## src/design/cluster_cache_controller_macros.svh

```systemverilog
// assertion macros for the cluster cache controller
`ifndef CLUSTER_CACHE_CONTROLLER_MACROS_SVH
`define CLUSTER_CACHE_CONTROLLER_MACROS_SVH

`ifndef ASSERT_OFF
`define CCC_ASSERT(lbl, clk, rstn, prop) \
  lbl: assert property (@(posedge clk) disable iff (!rstn) prop) \
    else $error("cluster cache controller check failed");
`define CCC_ASSERT_ALWAYS(lbl, clk, prop) \
  lbl: assert property (@(posedge clk) prop) \
    else $error("cluster cache controller check failed");
`else
`define CCC_ASSERT(lbl, clk, rstn, prop)
`define CCC_ASSERT_ALWAYS(lbl, clk, prop)
`endif

`endif

```

## src/design/ccc_pkg.sv

```systemverilog
package ccc_pkg;

  localparam int SLOTS_DEF = 4;
  localparam int SPC_DEF   = 8;

  localparam int DATA_W = 32;
  localparam int CMD_W  = 2;
  localparam int CNT_W  = 4;
  localparam int SLOT_W = 2;
  localparam int MASK_W = 8;
  localparam int SEC_W  = 4;

  localparam logic [CMD_W-1:0] CMD_READ  = 2'd0;
  localparam logic [CMD_W-1:0] CMD_WRITE = 2'd1;
  localparam logic [CMD_W-1:0] CMD_FLUSH = 2'd2;
  localparam logic [CMD_W-1:0] CMD_BAD   = 2'd3;

  typedef struct packed {
    logic match;
    logic empty;
    logic older;
  } cmp_res_t;

endpackage

```

## src/design/ccc_cmp.sv

```systemverilog
module ccc_cmp (
  input  logic [ccc_pkg::DATA_W-1:0] target,
  input  logic [ccc_pkg::DATA_W-1:0] slot_cluster,
  input  logic [ccc_pkg::DATA_W-1:0] slot_stamp,
  input  logic [ccc_pkg::DATA_W-1:0] best_stamp,
  output ccc_pkg::cmp_res_t          res
);

  assign res.match = (slot_cluster == target);
  assign res.empty = (slot_cluster == '0);
  assign res.older = (slot_stamp < best_stamp);

endmodule

```

## src/design/ccc_div.sv

```systemverilog
module ccc_div #(
  parameter int SECTORS_PER_CLUSTER = ccc_pkg::SPC_DEF,
  localparam int OW = (SECTORS_PER_CLUSTER > 1) ? $clog2(SECTORS_PER_CLUSTER) : 1
) (
  input  logic                       clk,
  input  logic                       rst_n,
  input  logic                       go,
  input  logic [ccc_pkg::DATA_W-1:0] dividend,
  output logic                       done,
  output logic [ccc_pkg::DATA_W-1:0] quotient,
  output logic [OW-1:0]              remainder
);

  localparam bit POW2 = ((SECTORS_PER_CLUSTER & (SECTORS_PER_CLUSTER - 1)) == 0);
  localparam int SH = $clog2(SECTORS_PER_CLUSTER);
  localparam logic [63:0] RECIP_FULL = 64'h1_0000_0000 / 64'(SECTORS_PER_CLUSTER);
  localparam logic [31:0] RECIP = RECIP_FULL[31:0];
  localparam logic [7:0] SPC8 = 8'(SECTORS_PER_CLUSTER);

  logic [3:0]                  v_r;
  logic [ccc_pkg::DATA_W-1:0]  rel_r;

  always_ff @(posedge clk) begin
    if (!rst_n) begin
      v_r <= '0;
    end else begin
      v_r <= {v_r[2:0], go};
    end
  end

  always_ff @(posedge clk) begin
    if (go) begin
      rel_r <= dividend;
    end
  end

  assign done = v_r[3];

  generate
    if (POW2) begin : g_shift
      always_ff @(posedge clk) begin
        if (v_r[2]) begin
          quotient  <= rel_r >> SH;
          remainder <= OW'(rel_r & 32'(SECTORS_PER_CLUSTER - 1));
        end
      end
    end else begin : g_recip
      logic [63:0] prod_r;
      logic [31:0] q0_r;
      logic [7:0]  r0_r;

      // quotient estimate is exact or one short
      always_ff @(posedge clk) begin
        if (v_r[0]) begin
          prod_r <= rel_r * RECIP;
        end
        if (v_r[1]) begin
          q0_r <= prod_r[63:32];
          r0_r <= 8'(rel_r[7:0] - 8'(prod_r[39:32] * SPC8));
        end
        if (v_r[2]) begin
          if (r0_r >= SPC8) begin
            quotient  <= q0_r + 32'd1;
            remainder <= OW'(r0_r - SPC8);
          end else begin
            quotient  <= q0_r;
            remainder <= OW'(r0_r);
          end
        end
      end
    end
  endgenerate

endmodule

```

## src/design/cluster_cache_controller.sv

```systemverilog
// channel   direction  transfer when          payload
// in        input      start && !busy        in_command, in_block_number, in_block_count,
//                                            in_valid_sectors
// out       output     out_valid (one cycle) out_slot ... out_last
// cfg       input      cfg_wr_en             cfg_wr_data (data_area_start)
//
// read/write: a constant divider, then one slot a cycle through the shared compare unit,
// then the update state; a rejected request goes to the reject state from idle, or after
// the divider when the cluster range check fails; flush: one slot a cycle, one result per
// dirty slot, or a single last result when no slot is dirty
// busy stays high until the last result is registered; start is ignored while busy
// rst_n is synchronous and clears all slots, the stamp counter and data_area_start
// the receiver cannot stall: every result is valid for exactly one cycle
`include "cluster_cache_controller_macros.svh"

module cluster_cache_controller #(
  parameter int SLOTS               = ccc_pkg::SLOTS_DEF,
  parameter int SECTORS_PER_CLUSTER = ccc_pkg::SPC_DEF
) (
  input  logic                       clk,
  input  logic                       rst_n,
  input  logic                       start,
  output logic                       busy,
  input  logic [ccc_pkg::CMD_W-1:0]  in_command,
  input  logic [ccc_pkg::DATA_W-1:0] in_block_number,
  input  logic [ccc_pkg::CNT_W-1:0]  in_block_count,
  input  logic [ccc_pkg::CNT_W-1:0]  in_valid_sectors,
  output logic                       out_valid,
  output logic [ccc_pkg::SLOT_W-1:0] out_slot,
  output logic                       out_hit,
  output logic [ccc_pkg::MASK_W-1:0] out_fill_mask,
  output logic                       out_writeback,
  output logic [ccc_pkg::DATA_W-1:0] out_victim_cluster,
  output logic [ccc_pkg::SEC_W-1:0]  out_victim_sectors,
  output logic [ccc_pkg::MASK_W-1:0] out_victim_fill_mask,
  output logic                       out_status,
  output logic                       out_last,
  input  logic                       cfg_wr_en,
  input  logic [ccc_pkg::DATA_W-1:0] cfg_wr_data
);

  localparam int SPC = SECTORS_PER_CLUSTER;
  localparam int IW  = $clog2(SLOTS);
  localparam int UW  = $clog2(SPC + 1);
  localparam int EW  = $clog2(SPC + 16);
  localparam int OW  = (SPC > 1) ? $clog2(SPC) : 1;
  localparam int DW  = ccc_pkg::DATA_W;
  localparam logic [IW-1:0] LAST_IDX = IW'(SLOTS - 1);
  localparam logic [EW-1:0] SPC_E = EW'(SPC);

  typedef enum logic [2:0] {
    ST_IDLE,
    ST_DIV,
    ST_SCAN,
    ST_UPDATE,
    ST_FLUSH,
    ST_REJECT
  } state_t;

  state_t state_r;

  logic [DW-1:0]               data_start_r;
  logic [ccc_pkg::CMD_W-1:0]   cmd_r;
  logic [ccc_pkg::CNT_W-1:0]   count_r;
  logic [ccc_pkg::CNT_W-1:0]   vsec_r;
  logic [DW-1:0]               cluster_r;
  logic [OW-1:0]               off_r;
  logic [IW-1:0]               idx_r;
  logic                        flushed_r;

  logic                        hit_r;
  logic [IW-1:0]               hit_idx_r;
  logic [SPC-1:0]              hit_valid_r;
  logic [UW-1:0]               hit_used_r;
  logic                        hit_dirty_r;
  logic                        empty_r;
  logic [IW-1:0]               empty_idx_r;
  logic [DW-1:0]               best_stamp_r;
  logic [IW-1:0]               vict_idx_r;
  logic [DW-1:0]               vict_cluster_r;
  logic [UW-1:0]               vict_used_r;
  logic [SPC-1:0]              vict_valid_r;
  logic                        vict_dirty_r;

  logic [DW-1:0]               slot_cluster_r [SLOTS];
  logic [DW-1:0]               slot_stamp_r   [SLOTS];
  logic [SPC-1:0]              slot_valid_r   [SLOTS];
  logic [UW-1:0]               slot_used_r    [SLOTS];
  logic [SLOTS-1:0]            slot_dirty_r;
  logic [DW-1:0]               stamp_cnt_r;

  logic                        out_valid_r;
  logic [ccc_pkg::SLOT_W-1:0]  out_slot_r;
  logic                        out_hit_r;
  logic [ccc_pkg::MASK_W-1:0]  out_fill_r;
  logic                        out_wb_r;
  logic [DW-1:0]               out_vcl_r;
  logic [ccc_pkg::SEC_W-1:0]   out_vsec_r;
  logic [ccc_pkg::MASK_W-1:0]  out_vfill_r;
  logic                        out_status_r;
  logic                        out_last_r;

  logic                        accept;
  logic                        below;
  logic [DW-1:0]               rel;
  logic                        div_go;
  logic                        div_done;
  logic [DW-1:0]               div_quot;
  logic [OW-1:0]               div_rem;
  logic [DW-1:0]               div_cluster;
  logic [EW-1:0]               div_end;
  logic                        div_ok;
  ccc_pkg::cmp_res_t           cmp_res;
  logic                        take_victim;

  logic [IW-1:0]               sel;
  logic [SPC-1:0]              base_valid;
  logic [UW-1:0]               base_used;
  logic [EW-1:0]               req_end;
  logic [SPC-1:0]              req_mask;
  logic [SPC-1:0]              new_valid;
  logic [SPC-1:0]              fill_vec;
  logic [EW-1:0]               used_a;
  logic [EW-1:0]               vsec_sat;
  logic [EW-1:0]               used_b;
  logic [UW-1:0]               new_used;
  logic                        new_dirty;
  logic                        upd_wb;
  logic [SPC-1:0]              vict_mask;
  logic [SPC-1:0]              vict_fill;

  logic                        f_dirty;
  logic [SPC-1:0]              f_mask;
  logic [SPC-1:0]              f_fill;
  logic                        f_above;

  logic                        res_valid;
  logic [ccc_pkg::SLOT_W-1:0]  res_slot;
  logic                        res_hit;
  logic [ccc_pkg::MASK_W-1:0]  res_fill;
  logic                        res_wb;
  logic [DW-1:0]               res_vcl;
  logic [ccc_pkg::SEC_W-1:0]   res_vsec;
  logic [ccc_pkg::MASK_W-1:0]  res_vfill;
  logic                        res_status;
  logic                        res_last;

  assign busy   = (state_r != ST_IDLE);
  assign accept = start && !busy;
  assign {below, rel} = {1'b0, in_block_number} - {1'b0, data_start_r};
  assign div_go = accept && (in_command != ccc_pkg::CMD_FLUSH)
                  && (in_command != ccc_pkg::CMD_BAD) && !below && (in_block_count != '0);

  ccc_div #(
    .SECTORS_PER_CLUSTER(SECTORS_PER_CLUSTER)
  ) u_div (
    .clk      (clk),
    .rst_n    (rst_n),
    .go       (div_go),
    .dividend (rel),
    .done     (div_done),
    .quotient (div_quot),
    .remainder(div_rem)
  );

  assign div_cluster = div_quot + 32'd2;
  assign div_end     = EW'(div_rem) + EW'(count_r);
  assign div_ok      = (div_end <= SPC_E) && (div_cluster != '0);

  ccc_cmp u_cmp (
    .target      (cluster_r),
    .slot_cluster(slot_cluster_r[idx_r]),
    .slot_stamp  (slot_stamp_r[idx_r]),
    .best_stamp  (best_stamp_r),
    .res         (cmp_res)
  );

  assign take_victim = (idx_r == '0) || cmp_res.older;

  always_comb begin
    sel        = hit_r ? hit_idx_r : (empty_r ? empty_idx_r : vict_idx_r);
    base_valid = hit_r ? hit_valid_r : '0;
    base_used  = hit_r ? hit_used_r : '0;
    req_end    = EW'(off_r) + EW'(count_r);
    for (int j = 0; j < SPC; j++) begin
      req_mask[j]  = (EW'(j) >= EW'(off_r)) && (EW'(j) < req_end);
      vict_mask[j] = EW'(j) < EW'(vict_used_r);
      f_mask[j]    = EW'(j) < EW'(slot_used_r[idx_r]);
    end
    new_valid = base_valid | req_mask;
    fill_vec  = (cmd_r == ccc_pkg::CMD_READ) ? (req_mask & ~base_valid) : '0;
    used_a    = (req_end > EW'(base_used)) ? req_end : EW'(base_used);
    vsec_sat  = (8'(vsec_r) > 8'(SPC)) ? SPC_E : EW'(vsec_r);
    used_b    = ((cmd_r == ccc_pkg::CMD_WRITE) && (vsec_sat > used_a)) ? vsec_sat : used_a;
    new_used  = UW'(used_b);
    new_dirty = (hit_r && hit_dirty_r) || (cmd_r == ccc_pkg::CMD_WRITE);
    upd_wb    = !hit_r && !empty_r && vict_dirty_r;
    vict_fill = ~vict_valid_r & vict_mask;

    f_dirty = slot_dirty_r[idx_r];
    f_fill  = ~slot_valid_r[idx_r] & f_mask;
    f_above = 1'b0;
    for (int j = 0; j < SLOTS; j++) begin
      if (IW'(j) > idx_r) begin
        f_above = f_above | slot_dirty_r[j];
      end
    end

    res_valid  = 1'b0;
    res_slot   = '0;
    res_hit    = 1'b0;
    res_fill   = '0;
    res_wb     = 1'b0;
    res_vcl    = '0;
    res_vsec   = '0;
    res_vfill  = '0;
    res_status = 1'b0;
    res_last   = 1'b0;
    case (state_r)
      ST_UPDATE: begin
        res_valid = 1'b1;
        res_slot  = ccc_pkg::SLOT_W'(sel);
        res_hit   = hit_r;
        res_fill  = ccc_pkg::MASK_W'(fill_vec);
        res_wb    = upd_wb;
        if (upd_wb) begin
          res_vcl   = vict_cluster_r;
          res_vsec  = ccc_pkg::SEC_W'(vict_used_r);
          res_vfill = ccc_pkg::MASK_W'(vict_fill);
        end
        res_last  = 1'b1;
      end
      ST_REJECT: begin
        res_valid  = 1'b1;
        res_status = 1'b1;
        res_last   = 1'b1;
      end
      ST_FLUSH: begin
        if (f_dirty) begin
          res_valid = 1'b1;
          res_slot  = ccc_pkg::SLOT_W'(idx_r);
          res_wb    = 1'b1;
          res_vcl   = slot_cluster_r[idx_r];
          res_vsec  = ccc_pkg::SEC_W'(slot_used_r[idx_r]);
          res_vfill = ccc_pkg::MASK_W'(f_fill);
          res_last  = !f_above;
        end else if ((idx_r == LAST_IDX) && !flushed_r) begin
          res_valid = 1'b1;
          res_last  = 1'b1;
        end
      end
      default: begin
        res_valid = 1'b0;
      end
    endcase
  end

  always_ff @(posedge clk) begin
    if (!rst_n) begin
      state_r      <= ST_IDLE;
      data_start_r <= '0;
      stamp_cnt_r  <= '0;
      slot_dirty_r <= '0;
      out_valid_r  <= 1'b0;
      for (int i = 0; i < SLOTS; i++) begin
        slot_cluster_r[i] <= '0;
        slot_stamp_r[i]   <= '0;
        slot_valid_r[i]   <= '0;
        slot_used_r[i]    <= '0;
      end
    end else begin
      out_valid_r <= res_valid;
      if (res_valid) begin
        out_slot_r   <= res_slot;
        out_hit_r    <= res_hit;
        out_fill_r   <= res_fill;
        out_wb_r     <= res_wb;
        out_vcl_r    <= res_vcl;
        out_vsec_r   <= res_vsec;
        out_vfill_r  <= res_vfill;
        out_status_r <= res_status;
        out_last_r   <= res_last;
      end
      if (cfg_wr_en) begin
        data_start_r <= cfg_wr_data;
      end
      unique case (state_r)
        ST_IDLE: begin
          if (accept) begin
            cmd_r     <= in_command;
            count_r   <= in_block_count;
            vsec_r    <= in_valid_sectors;
            idx_r     <= '0;
            flushed_r <= 1'b0;
            if (in_command == ccc_pkg::CMD_FLUSH) begin
              state_r <= ST_FLUSH;
            end else if (div_go) begin
              state_r <= ST_DIV;
            end else begin
              state_r <= ST_REJECT;
            end
          end
        end
        ST_DIV: begin
          if (div_done) begin
            cluster_r <= div_cluster;
            off_r     <= div_rem;
            hit_r     <= 1'b0;
            empty_r   <= 1'b0;
            state_r   <= div_ok ? ST_SCAN : ST_REJECT;
          end
        end
        ST_SCAN: begin
          if (cmp_res.match && !hit_r) begin
            hit_r       <= 1'b1;
            hit_idx_r   <= idx_r;
            hit_valid_r <= slot_valid_r[idx_r];
            hit_used_r  <= slot_used_r[idx_r];
            hit_dirty_r <= slot_dirty_r[idx_r];
          end
          if (cmp_res.empty && !empty_r) begin
            empty_r     <= 1'b1;
            empty_idx_r <= idx_r;
          end
          if (take_victim) begin
            best_stamp_r   <= slot_stamp_r[idx_r];
            vict_idx_r     <= idx_r;
            vict_cluster_r <= slot_cluster_r[idx_r];
            vict_used_r    <= slot_used_r[idx_r];
            vict_valid_r   <= slot_valid_r[idx_r];
            vict_dirty_r   <= slot_dirty_r[idx_r];
          end
          if (idx_r == LAST_IDX) begin
            state_r <= ST_UPDATE;
          end else begin
            idx_r <= idx_r + IW'(1);
          end
        end
        ST_UPDATE: begin
          slot_cluster_r[sel] <= cluster_r;
          slot_stamp_r[sel]   <= stamp_cnt_r;
          slot_valid_r[sel]   <= new_valid;
          slot_used_r[sel]    <= new_used;
          slot_dirty_r[sel]   <= new_dirty;
          stamp_cnt_r         <= stamp_cnt_r + 32'd1;
          state_r             <= ST_IDLE;
        end
        ST_FLUSH: begin
          if (f_dirty) begin
            slot_valid_r[idx_r] <= slot_valid_r[idx_r] | f_mask;
            slot_dirty_r[idx_r] <= 1'b0;
            flushed_r           <= 1'b1;
          end
          if (idx_r == LAST_IDX) begin
            state_r <= ST_IDLE;
          end else begin
            idx_r <= idx_r + IW'(1);
          end
        end
        ST_REJECT: begin
          state_r <= ST_IDLE;
        end
        default: begin
          state_r <= ST_IDLE;
        end
      endcase
    end
  end

  assign out_valid            = out_valid_r;
  assign out_slot             = out_slot_r;
  assign out_hit              = out_hit_r;
  assign out_fill_mask        = out_fill_r;
  assign out_writeback        = out_wb_r;
  assign out_victim_cluster   = out_vcl_r;
  assign out_victim_sectors   = out_vsec_r;
  assign out_victim_fill_mask = out_vfill_r;
  assign out_status           = out_status_r;
  assign out_last             = out_last_r;

  `CCC_ASSERT(a_accept_busy, clk, rst_n, (start && !busy) |=> busy)
  `CCC_ASSERT(a_result_from_work, clk, rst_n, out_valid |-> $past(busy))
  `CCC_ASSERT(a_hit_no_writeback, clk, rst_n, (out_valid && out_hit) |-> !out_writeback)
  `CCC_ASSERT(a_reject_last, clk, rst_n, (out_valid && out_status) |-> (out_last && !out_writeback))
  `CCC_ASSERT(a_flush_clean, clk, rst_n, (state_r == ST_FLUSH && idx_r == LAST_IDX) |=> (slot_dirty_r == '0))

endmodule

```

## config.mk

```make
export PLATFORM = sky130hd
export DESIGN_NAME = cluster_cache_controller
export DESIGN_NICKNAME = d
export VERILOG_FILES = /design/src/design/ccc_pkg.sv /design/src/design/ccc_cmp.sv /design/src/design/ccc_div.sv /design/src/design/cluster_cache_controller.sv
export VERILOG_INCLUDE_DIRS = /design/src /design/src/design
export SDC_FILE = /design/constraint.sdc
export NUM_CORES = 1
export LEC_CHECK = 0
export BUFFER_PORTS_ARGS = -buffer_cell sky130_fd_sc_hd__buf_2
export CAP_MARGIN = 15
export CORE_MARGIN = 10
export CORE_UTILIZATION = 56
export CTS_CLUSTER_SIZE = 28
export DETAILED_ROUTE_END_ITERATION = 7
export PLACE_DENSITY = 0.88
export RECOVER_POWER = 50
export SLEW_MARGIN = 20
export SYNTH_ARGS = -nofsm -noshare
export SYNTH_HDL_FRONTEND = slang
export SYNTH_SLANG_ARGS = --single-unit
```

## constraint.sdc

```tcl
create_clock -name clk -period 6.8 [get_ports clk]
set_clock_uncertainty 0.05 [all_clocks]
set_input_delay 1.36 -clock clk [delete_from_list [all_inputs] [get_ports clk]]
set_output_delay 1.36 -clock clk [all_outputs]
set_load 0.01 [all_outputs]
```

# After elaboration in Yosys (flattened, before gate mapping)

Memory sizes are Yosys's and may differ from the RTL's. A register that Yosys moved wholly into a read port is not among the register bits.
Cells that the tools add are included.

RAM bits: 304
Memories kept: 4
Output and inout port bits: 60
Register bits after elaboration: 344

Memory list:

| name           | depth | width | read ports | clocked after Yosys merged registers in | wr ports | RTL line                       | RTL |
|---|---|---|---|---|---|---|---|
| slot_cluster_r | 4     | 32    | 1          | 1                                       | 4        | cluster_cache_controller.sv:85 | `logic [DW-1:0] slot_cluster_r [SLOTS];` |
| slot_stamp_r   | 4     | 32    | 1          | 1                                       | 4        | cluster_cache_controller.sv:86 | `logic [DW-1:0] slot_stamp_r [SLOTS];` |
| slot_valid_r   | 4     | 8     | 1          | 1                                       | 4        | cluster_cache_controller.sv:87 | `logic [SPC-1:0] slot_valid_r [SLOTS];` |
| slot_used_r    | 4     | 4     | 1          | 1                                       | 4        | cluster_cache_controller.sv:88 | `logic [UW-1:0] slot_used_r [SLOTS];` |

Reduce and logical (&&, ||, !) cells: 61
Bitwise gates (word level): 13
Equality and inequality tests: 19
Add/sub/neg operators: 6
Multiplexer cells: 84
Magnitude comparators: 44

Operators with widths:

| kind                    | number |
|---|---|
| $mux W32                | 4 |
| $pmux W32 S2            | 1 |
| $reduce_or A32 Y1       | 2 |
| $mux W8                 | 5 |
| $sub A32 B32 Y33        | 1 |
| $add A32 B1 Y32 const B | 1 |
| $eq A32 B32 Y1          | 1 |
| $logic_not A32 Y1       | 1 |
| $lt A3 B4 Y1 const A    | 8 |
| $lt A32 B32 Y1          | 1 |
| $reduce_bool A32 Y1     | 1 |
| $add A29 B2 Y30 const B | 1 |
| $mux W1                 | 29 |
| $mux W2                 | 14 |
| $mux W4                 | 7 |
| $and A8 B8 Y8           | 3 |
| $not A8 Y8              | 3 |
| $logic_and A1 B1 Y1     | 22 |
| $mux W3                 | 7 |
| $lt A3 B5 Y1 const A    | 4 |
| $reduce_and A4 Y1       | 5 |
| $ne A2 B2 Y1 const B    | 9 |
| $lt A1 B4 Y1 const A    | 4 |
| $lt A2 B4 Y1 const A    | 4 |
| other kinds (46)        | 89 |

# Depth between registers and ports, before layout

Gate-level depths: netlist (run 1).

Depth after elaboration: 11
Gate-level depth with buffers: 20

# Cells and area by module

A second synthesis (run 1) with hierarchy kept.

Cells, all modules: 2,285
Area total of the unflattened synthesis: 29,635.9 um2

By module, submodules not included:

| module                   | area an instance (um2) | cells each | seq. area each (um2) | instances |
|---|---|---|---|---|
| cluster_cache_controller | 26,370.3               | 2,046      | 16,736.1             | 1 |
| ccc_div                  | 2,053.2                | 76         | 2,001.9              | 1 |
| ccc_cmp                  | 1,212.4                | 163        | 0.0                  | 1 |

# Least setup slack after synthesis (run 1)

Ideal clock, no wire load.

Path type: register -> register
Start point: register empty_r
End point: memory slot_cluster_r[1][0] (netlist name) (enable)
Arrival time: 5.894 ns
Data required time: 6.169 ns
Path slack: 0.275 ns
Clock period less this slack: 6.525 ns
Cell stages (with the launch flop): 6
Cells stage by stage: edfxtp_1 mux2i_1 o21ai_1 nand2_1 clkbuf_1 o21ai_0

RTL lines:

| element                  | RTL line                        | RTL |
|---|---|---|
| start: declaration       | cluster_cache_controller.sv:76  | `logic empty_r;` |
| start signal: assignment | cluster_cache_controller.sv:309 | `empty_r <= 1'b0;` |
| start signal: assignment | cluster_cache_controller.sv:322 | `empty_r <= 1'b1;` |
| end: declaration         | cluster_cache_controller.sv:85  |  |

==> flow_summary.ini, run 1 <==
[clocking]
cts_buffer_depth = 3
root_buffer = clkbuf_16
cts_resized = 0
clock-sinks = 636
path_clk_slew_ns = 0.06
cts_setup_buffers = 0
h-tree-depth = 2
cts_tree = done
clk_latency_ns = 0.66
ctsHoldBuffers = 0
numCtsBuffers = 60

[power_and_ir_drop]
p_leak_nw = 12.3
total_power_mw = 8.87
power_density_mw_per_mm2 = 273
ir_worst_vdd_mv = 0.204

[synth]
syn_inst = 2265
yosysUniqueCellTypes = 88
synth_edf_count = 558
synth_area_leaders = edfxtp_1 (57%), mux4_2 (5.8%), dfxtp_1 (5.3%), nor2_1 (3.9%), ha_1 (3.6%)
synth_area_per_cell_um2 = 12.9
yosysTopAreaCellShare_pct = 57.4
yosys.area.top_type = edfxtp_1
synth-seq-cells = 636
ys_warn_count = 0
ys_seq_area_share_pct = 62.7
synthTopCellsByCount = edfxtp_1 (558), nor2_1 (302), inv_1 (175)
synth_ff_type = edfxtp_1
yosysMostFrequentCell = edfxtp_1
async_flop_share_pct = 0
netlist_area_mm2 = 0.0292

[floorplanning]
io_pins = 138
rows = 83
core_mm2 = 0.0515
initial_core_util_pct = 56.7
fp.dieW_um = 248
dieArea_mm2 = 0.0617
dieHeight_um = 248

[sta]
tightest_slew_ns = 3.01
setup_viol = 0
fmax_mhz = 176
slew_violations = 232
min_period_ns = 5.69
hold_slack_ns = 0.357
slew_headroom_pct = -101
grt_setup_unrepaired = no
post-route-period-util_pct = 83.7
setup_ws_ns = 1.11
fin_setup_tns_ns = 0
finalHoldViolCount = 0

[placed_design]
place_ws_ns = 2.01
dpl-instance-area_mm2 = 0.0305
gp_congestion = 0.880
numPortBuffers = 135
place_hpwl_um = 44200
dp.cells = 3003

[global_route]
antenna_found_initial = 0
grt_max_degree = 81
grt_first_pass_wirelength_um = 105000
gr-usage-all-layers_pct = 21.9
grt_pass1_vias = 19500
overflow = 0

[layout]
nFillCells = 3683
utilization_pct = 63.1
antenna_cells = 0
syn_to_final_growth_pct = 11.3
layout.cells.non_filler = 3117
layout-drive-gt1-share_pct = 11.8
final_nets = 2550
finalInstanceArea_mm2 = 0.0325

[routing]
avgViaCountPerCell = 6.06
num_vias = 18900
drc = 0
wire_per_inst_um = 21.8
antenna_left = 0
drtPass1Iterations = 8
routed_wl_um = 67800
drt_iter0_markers = 1898

[run_status]
violations = max-capacitance violations, max-slew violations
status = finished with violations

[hold_path]
holdPathStages = 0
worstHoldEndpoint = u_div.quotient[19]
worstHoldPathType = flip-flop to flip-flop
hold_start = u_div.rel_r[22]

[worst_setup_path]
r2r-end = slot_valid_r[2][0]
slowest_delay_ns = 1.16
cp.arrival_ns = 5.92
end_kind = flip-flop
cp_max_fo = 22
critPathLaunchType = flip-flop
cpMaxStageDelayCell = and2_0
r2r_start = state_r[2]
timing.reg2reg.setup_slack_ns = 1.11
worstSetupPathType = flip-flop to flip-flop
worst-endpoint-required_ns = 7.02
path_cells = nand2b_1 > nor2_1 > and2_0 > clkbuf_1 > nand2_1 > o22ai_1 > nand2b_1 > nand2_1
reg2reg_depth = 8

[job]
max-cap-violations = 5
report_power, final:
| group | switching [mW] | total, mW | internal (mW) |
|---|---|---|---|
| clock | 1.46 | 3.58 | 2.12 |
| combinational | 0.506 | 0.849 | 0.343 |
| sequential | 0.0769 | 4.44 | 4.36 |
state kept, by name (all words and copies together), names as in the netlist, 16 cells and up, named ones only:
name                flops
u_div.quotient         29
u_div.rel_r            32
data_start_r           32
slot_cluster_r        120
best_stamp_r           32
slot_valid_r           32
out_victim_cluster     30
slot_stamp_r          128
stamp_cnt_r            32
cluster_r              30
slot_used_r            16
vict_cluster_r         30
area by class of cell:
type	instances	area (um2)	area share [%]
Tap cell	680	851	2.62
Timing Repair Buffer	153	727	2.24
Multi-Input combinational cell	1360	9800	30.1
Sequential cell	636	18300	56.4
Clock buffer	79	1670	5.15
Clock inverter	34	475	1.46
Inverter	175	657	2.02
worst max-delay path: cells and delay by family (launching register included):
| family | cells | cell delay [ns] |
|---|---|---|
| AOI/OAI and AO/OA | 1 | 0.41 |
| buffers and inverters | 1 | 0.87 |
| DFF | 1 | 0.56 |
| and+or+nand+nor | 6 | 3.41 |
layer usage:
layer,wire length [um],global-route usage [%],vias to the layer above
met4,3090,10.8,0
met2,34200,38.4,1066
met1,24100,25.5,9140
met3,6440,4.13,227
li1,-,-,8468
met5,0,0,-
worst max path at each step:
stage	startpoint	to	slack [ns]	depth (start not counted)
global placement	in_block_number[0]	u_div.rel_r[1]	2.08	11
floorplan	empty_r	slot_cluster_r[1][0]	0.27	5
global route	state_r[2]	slot_valid_r[1][4]	0.91	8
finish	state_r[2]	slot_valid_r[2][0]	1.11	8
detailed placement	in_block_number[0]	state_r[2]	2.01	12
CTS	off_r[1]	slot_used_r[1][0]	1.89	19
kinds of logic after synthesis:
group           Yosys count  synth area share [%]
simple gates            773                  12.6
flops                   636                  62.7
buf+inv                 270                  3.72
compound gates          268                  6.41
mux                     124                  7.50
xor+xnor                106                  3.23
fa+ha+maj                87                  3.80
other cells               1                0.0128
cells in the final DEF, fill, tap and decap left out, types with 11 or more instances in the layout:
cell type and instances:
a22o_1 34, xor2_1 29, a21o_1 30, clkinv_2 12, nor2_1 302, inv_1 175
a21oi_1 56, clkbuf_16 60, nand2_1 167, and3_1 14, mux2i_1 42, nand2b_1 18
dfxtp_1 76, and2_0 29, nand3_1 40, xnor2_1 75, ha_1 83, mux4_2 75
o21ai_0 41, nor3_1 30, nor2b_1 46, edfxtp_1 558, nor4_1 26, nand4_1 34
and2_1 12, clkbuf_1 78, o21a_1 12, a21boi_0 11, buf_2 72
No activity file was read; power rests on OpenSTA's default activity.
==> run 2: changes to the inputs <==
Settings changed: CORE_UTILIZATION 56 to 60, PLACE_DENSITY 0.88 to 0.89.
Clock period 6.8 ns to 5.4 ns, I/O delays scaled along.
==> run 2 against run 1 <==
Net effect:
- the flow still finishes with violations (max-capacitance violations, max-slew violations)
- critical path depth is 10 higher
- hold slack worse by 0.0040 ns
- non-clock buffer count is 5 higher
- clock-buffer cell count is 7 higher
- via count is 1.2% higher
- combinational power is 27% higher
- sequential power is 25% higher
- clock power is 26% higher
- utilization is 4.7 points higher
- cell area hardly changed
- largest power group unchanged
==> flow_summary.ini, run 2 (same netlist as run 1, synthesis figures left out) <==
[routing]
avgViaCountPerCell = 6.25
highest_layer = met5
wl_met3_um = 6210
num_vias = 19100
drtPass1Iterations = 6
wl_met2_um = 34200
antenna_left = 0
routed_wl_um = 68300
wl_met1_um = 24900
drc = 0
wire_per_inst_um = 22.3
drt_iter0_markers = 2157

[global_route]
grt_max_degree = 75
overflow = 0
grt_first_pass_wirelength_um = 106000
antenna_found_initial = 1
gr-usage-all-layers_pct = 23.4
grt_pass1_vias = 19300

[sta]
fin_setup_tns_ns = 0
post-route-period-util_pct = 86.1
slew_headroom_pct = -50.8
setup_viol = 0
tightest_slew_ns = 2.26
grt_setup_unrepaired = no
min_period_ns = 4.65
slew_violations = 203
setup_ws_ns = 0.751
fmax_mhz = 215
finalHoldViolCount = 0

[worst_setup_path]
cpMaxStageDelayCell = edfxtp_1
reg2reg_depth = 18
r2r_start = off_r[1]
r2r-end = slot_used_r[0][3]
critPathLaunchType = flip-flop
worst-endpoint-required_ns = 5.76
cp_top_family = compound AO/OA/AOI/OAI gates
end_kind = flip-flop
worstSetupPathType = flip-flop to flip-flop
crit_top_cell = ha_1
path_cells = ha_1 > a21o_1 > a21oi_1 > xnor2_1 > ha_1 > nand2_1 > nor3_2 > nand2b_1 > a32oi_1 > mux2_2 > ha_1 > nor2b_1 > o21ai_0 > nand2b_1 > a21oi_1 > or3_1 > mux2_2 > nor3_1
crit_buf_inv = 0
cp_max_fo = 8
cp.arrival_ns = 5.01
timing.reg2reg.setup_slack_ns = 0.75
slowest_delay_ns = 0.51

[layout]
layout_common_cells = edfxtp_1 (558), nor2_1 (302), inv_1 (175)
layout-drive-gt1-share_pct = 11.6
final_nets = 2561
antenna_cells = 0
largest_reg_flops = 128
nFillCells = 3100
reg_top3 = slot_stamp_r: 128 flops, slot_cluster_r: 120 flops
syn_to_final_growth_pct = 11.4
layout_commonest_cell = edfxtp_1
largest-register = slot_stamp_r

[power_and_ir_drop]
p_clk_share_pct = 40.5
ir_worst_vdd_mv = 0.272
p_seq_share_pct = 49.9
power_switching_mw = 2.62
p_leak_nw = 12.3
power.share.combinational_pct = 9.7
power_density_mw_per_mm2 = 344
internal-power_mw = 8.55
switching_share_pct = 23.5

[floorplanning]
initial_core_util_pct = 60.9
rows = 80
dieArea_mm2 = 0.0579
dieHeight_um = 241
core_mm2 = 0.0479
fp.dieW_um = 241
io_pins = 138

[placed_design]
place_hpwl_um = 44200
gp_congestion = 0.954
numPortBuffers = 135
place_ws_ns = 0.805

[run_status]
status = finished with violations
violations = max-capacitance violations, max-slew violations

[clocking]
cts_tree = done
cts_buffer_depth = 3
clock-sinks = 636
root_buffer = clkbuf_16
clk_latency_ns = 0.63
numCtsBuffers = 66
ctsHoldBuffers = 0
cts_resized = 0
h-tree-depth = 3
cts_setup_buffers = 0
path_clk_slew_ns = 0.06

[hold_path]
hold_start = u_div.rel_r[21]
worstHoldEndpoint = u_div.quotient[18]
worstHoldPathType = flip-flop to flip-flop
holdPathStages = 0

[job]
max-cap-violations = 5
==> run 2: cell types whose count changed in the layout (fill, tap and decap cells not counted), moves of 4 or more <==
cell,change
clkbuf_16,+7
and2_0,-12
buf_4,-4
clkbuf_1,+15
clkinv_8,+4
and2_1,+11
clkinv_1,+6
bufinv_16,-4
clkbuf_8,-8
buf_12,+7
clkinv_2,-6
==> run 2: layout make-up <==
cell class              count  area [um2]  share of cell area (%)
well taps                 615         769                    2.37
repair buffers            158         816                    2.51
clock buffers              86        1770                    5.44
multi-input cells        1360        9820                    30.2
flip-flops and latches    636       18300                    56.3
inverters                 175         657                    2.02
clock inverters            33         363                    1.12
==> run 2: worst max-delay path by stage <==
| stage | start | end | cells after the start |
|---|---|---|---|
| global placement | off_r[1] | slot_used_r[1][0] | 19 |
| floorplan | in_block_number[0] | u_div.rel_r[0] | 10 |
| detailed placement | off_r[1] | slot_used_r[0][3] | 18 |
| CTS | off_r[1] | slot_used_r[0][2] | 18 |
| finish | off_r[1] | slot_used_r[0][3] | 18 |
| global route | off_r[1] | slot_used_r[3][0] | 19 |
==> run 2: through the flow <==
stage	std cells	total power, mW	utilization [%]	instance area (um2)	hold WS, ns
floorplan	2266	6.41	-	29200	0.350
finish	3063	11.2	67.8	32500	0.353
detailed placement	2944	6.73	63.7	30500	0.355
global route	3063	11.5	67.8	32500	0.370
CTS	3063	11.2	68.1	32700	0.357
global placement	2944	6.69	63.7	30500	0.351
==> run 2: worst reg2reg max path: cells and delay by family (launching register included) <==
| family | cells | cell delay [ns] |
|---|---|---|
| DFF | 1 | 0.51 |
| xor gates and xnor gates | 1 | 0.15 |
| and+or+nand+nor | 7 | 0.92 |
| adders and majority gates | 3 | 0.95 |
| muxes | 2 | 0.82 |
| AOI/OAI and AO/OA | 5 | 1.05 |
==> run 2: layer usage <==
layer  GRT usage (%)  up-vias
met5               0        -
met4            10.4        2
met3            4.65      242
met2            40.4     1098
met1            28.2     9303
li1                -     8491
==> run 2: power groups by stage <==
stage | clock network [mW] | logic, mW | registers [mW]
2_1_floorplan | 0 | 0.773 | 5.64
3_3_place_gp | 0 | 1.03 | 5.66
3_5_place_dp | 0 | 1.06 | 5.67
4_1_cts | 4.55 | 1.07 | 5.57
5_1_grt | 4.73 | 1.16 | 5.58
6_report | 4.52 | 1.08 | 5.57
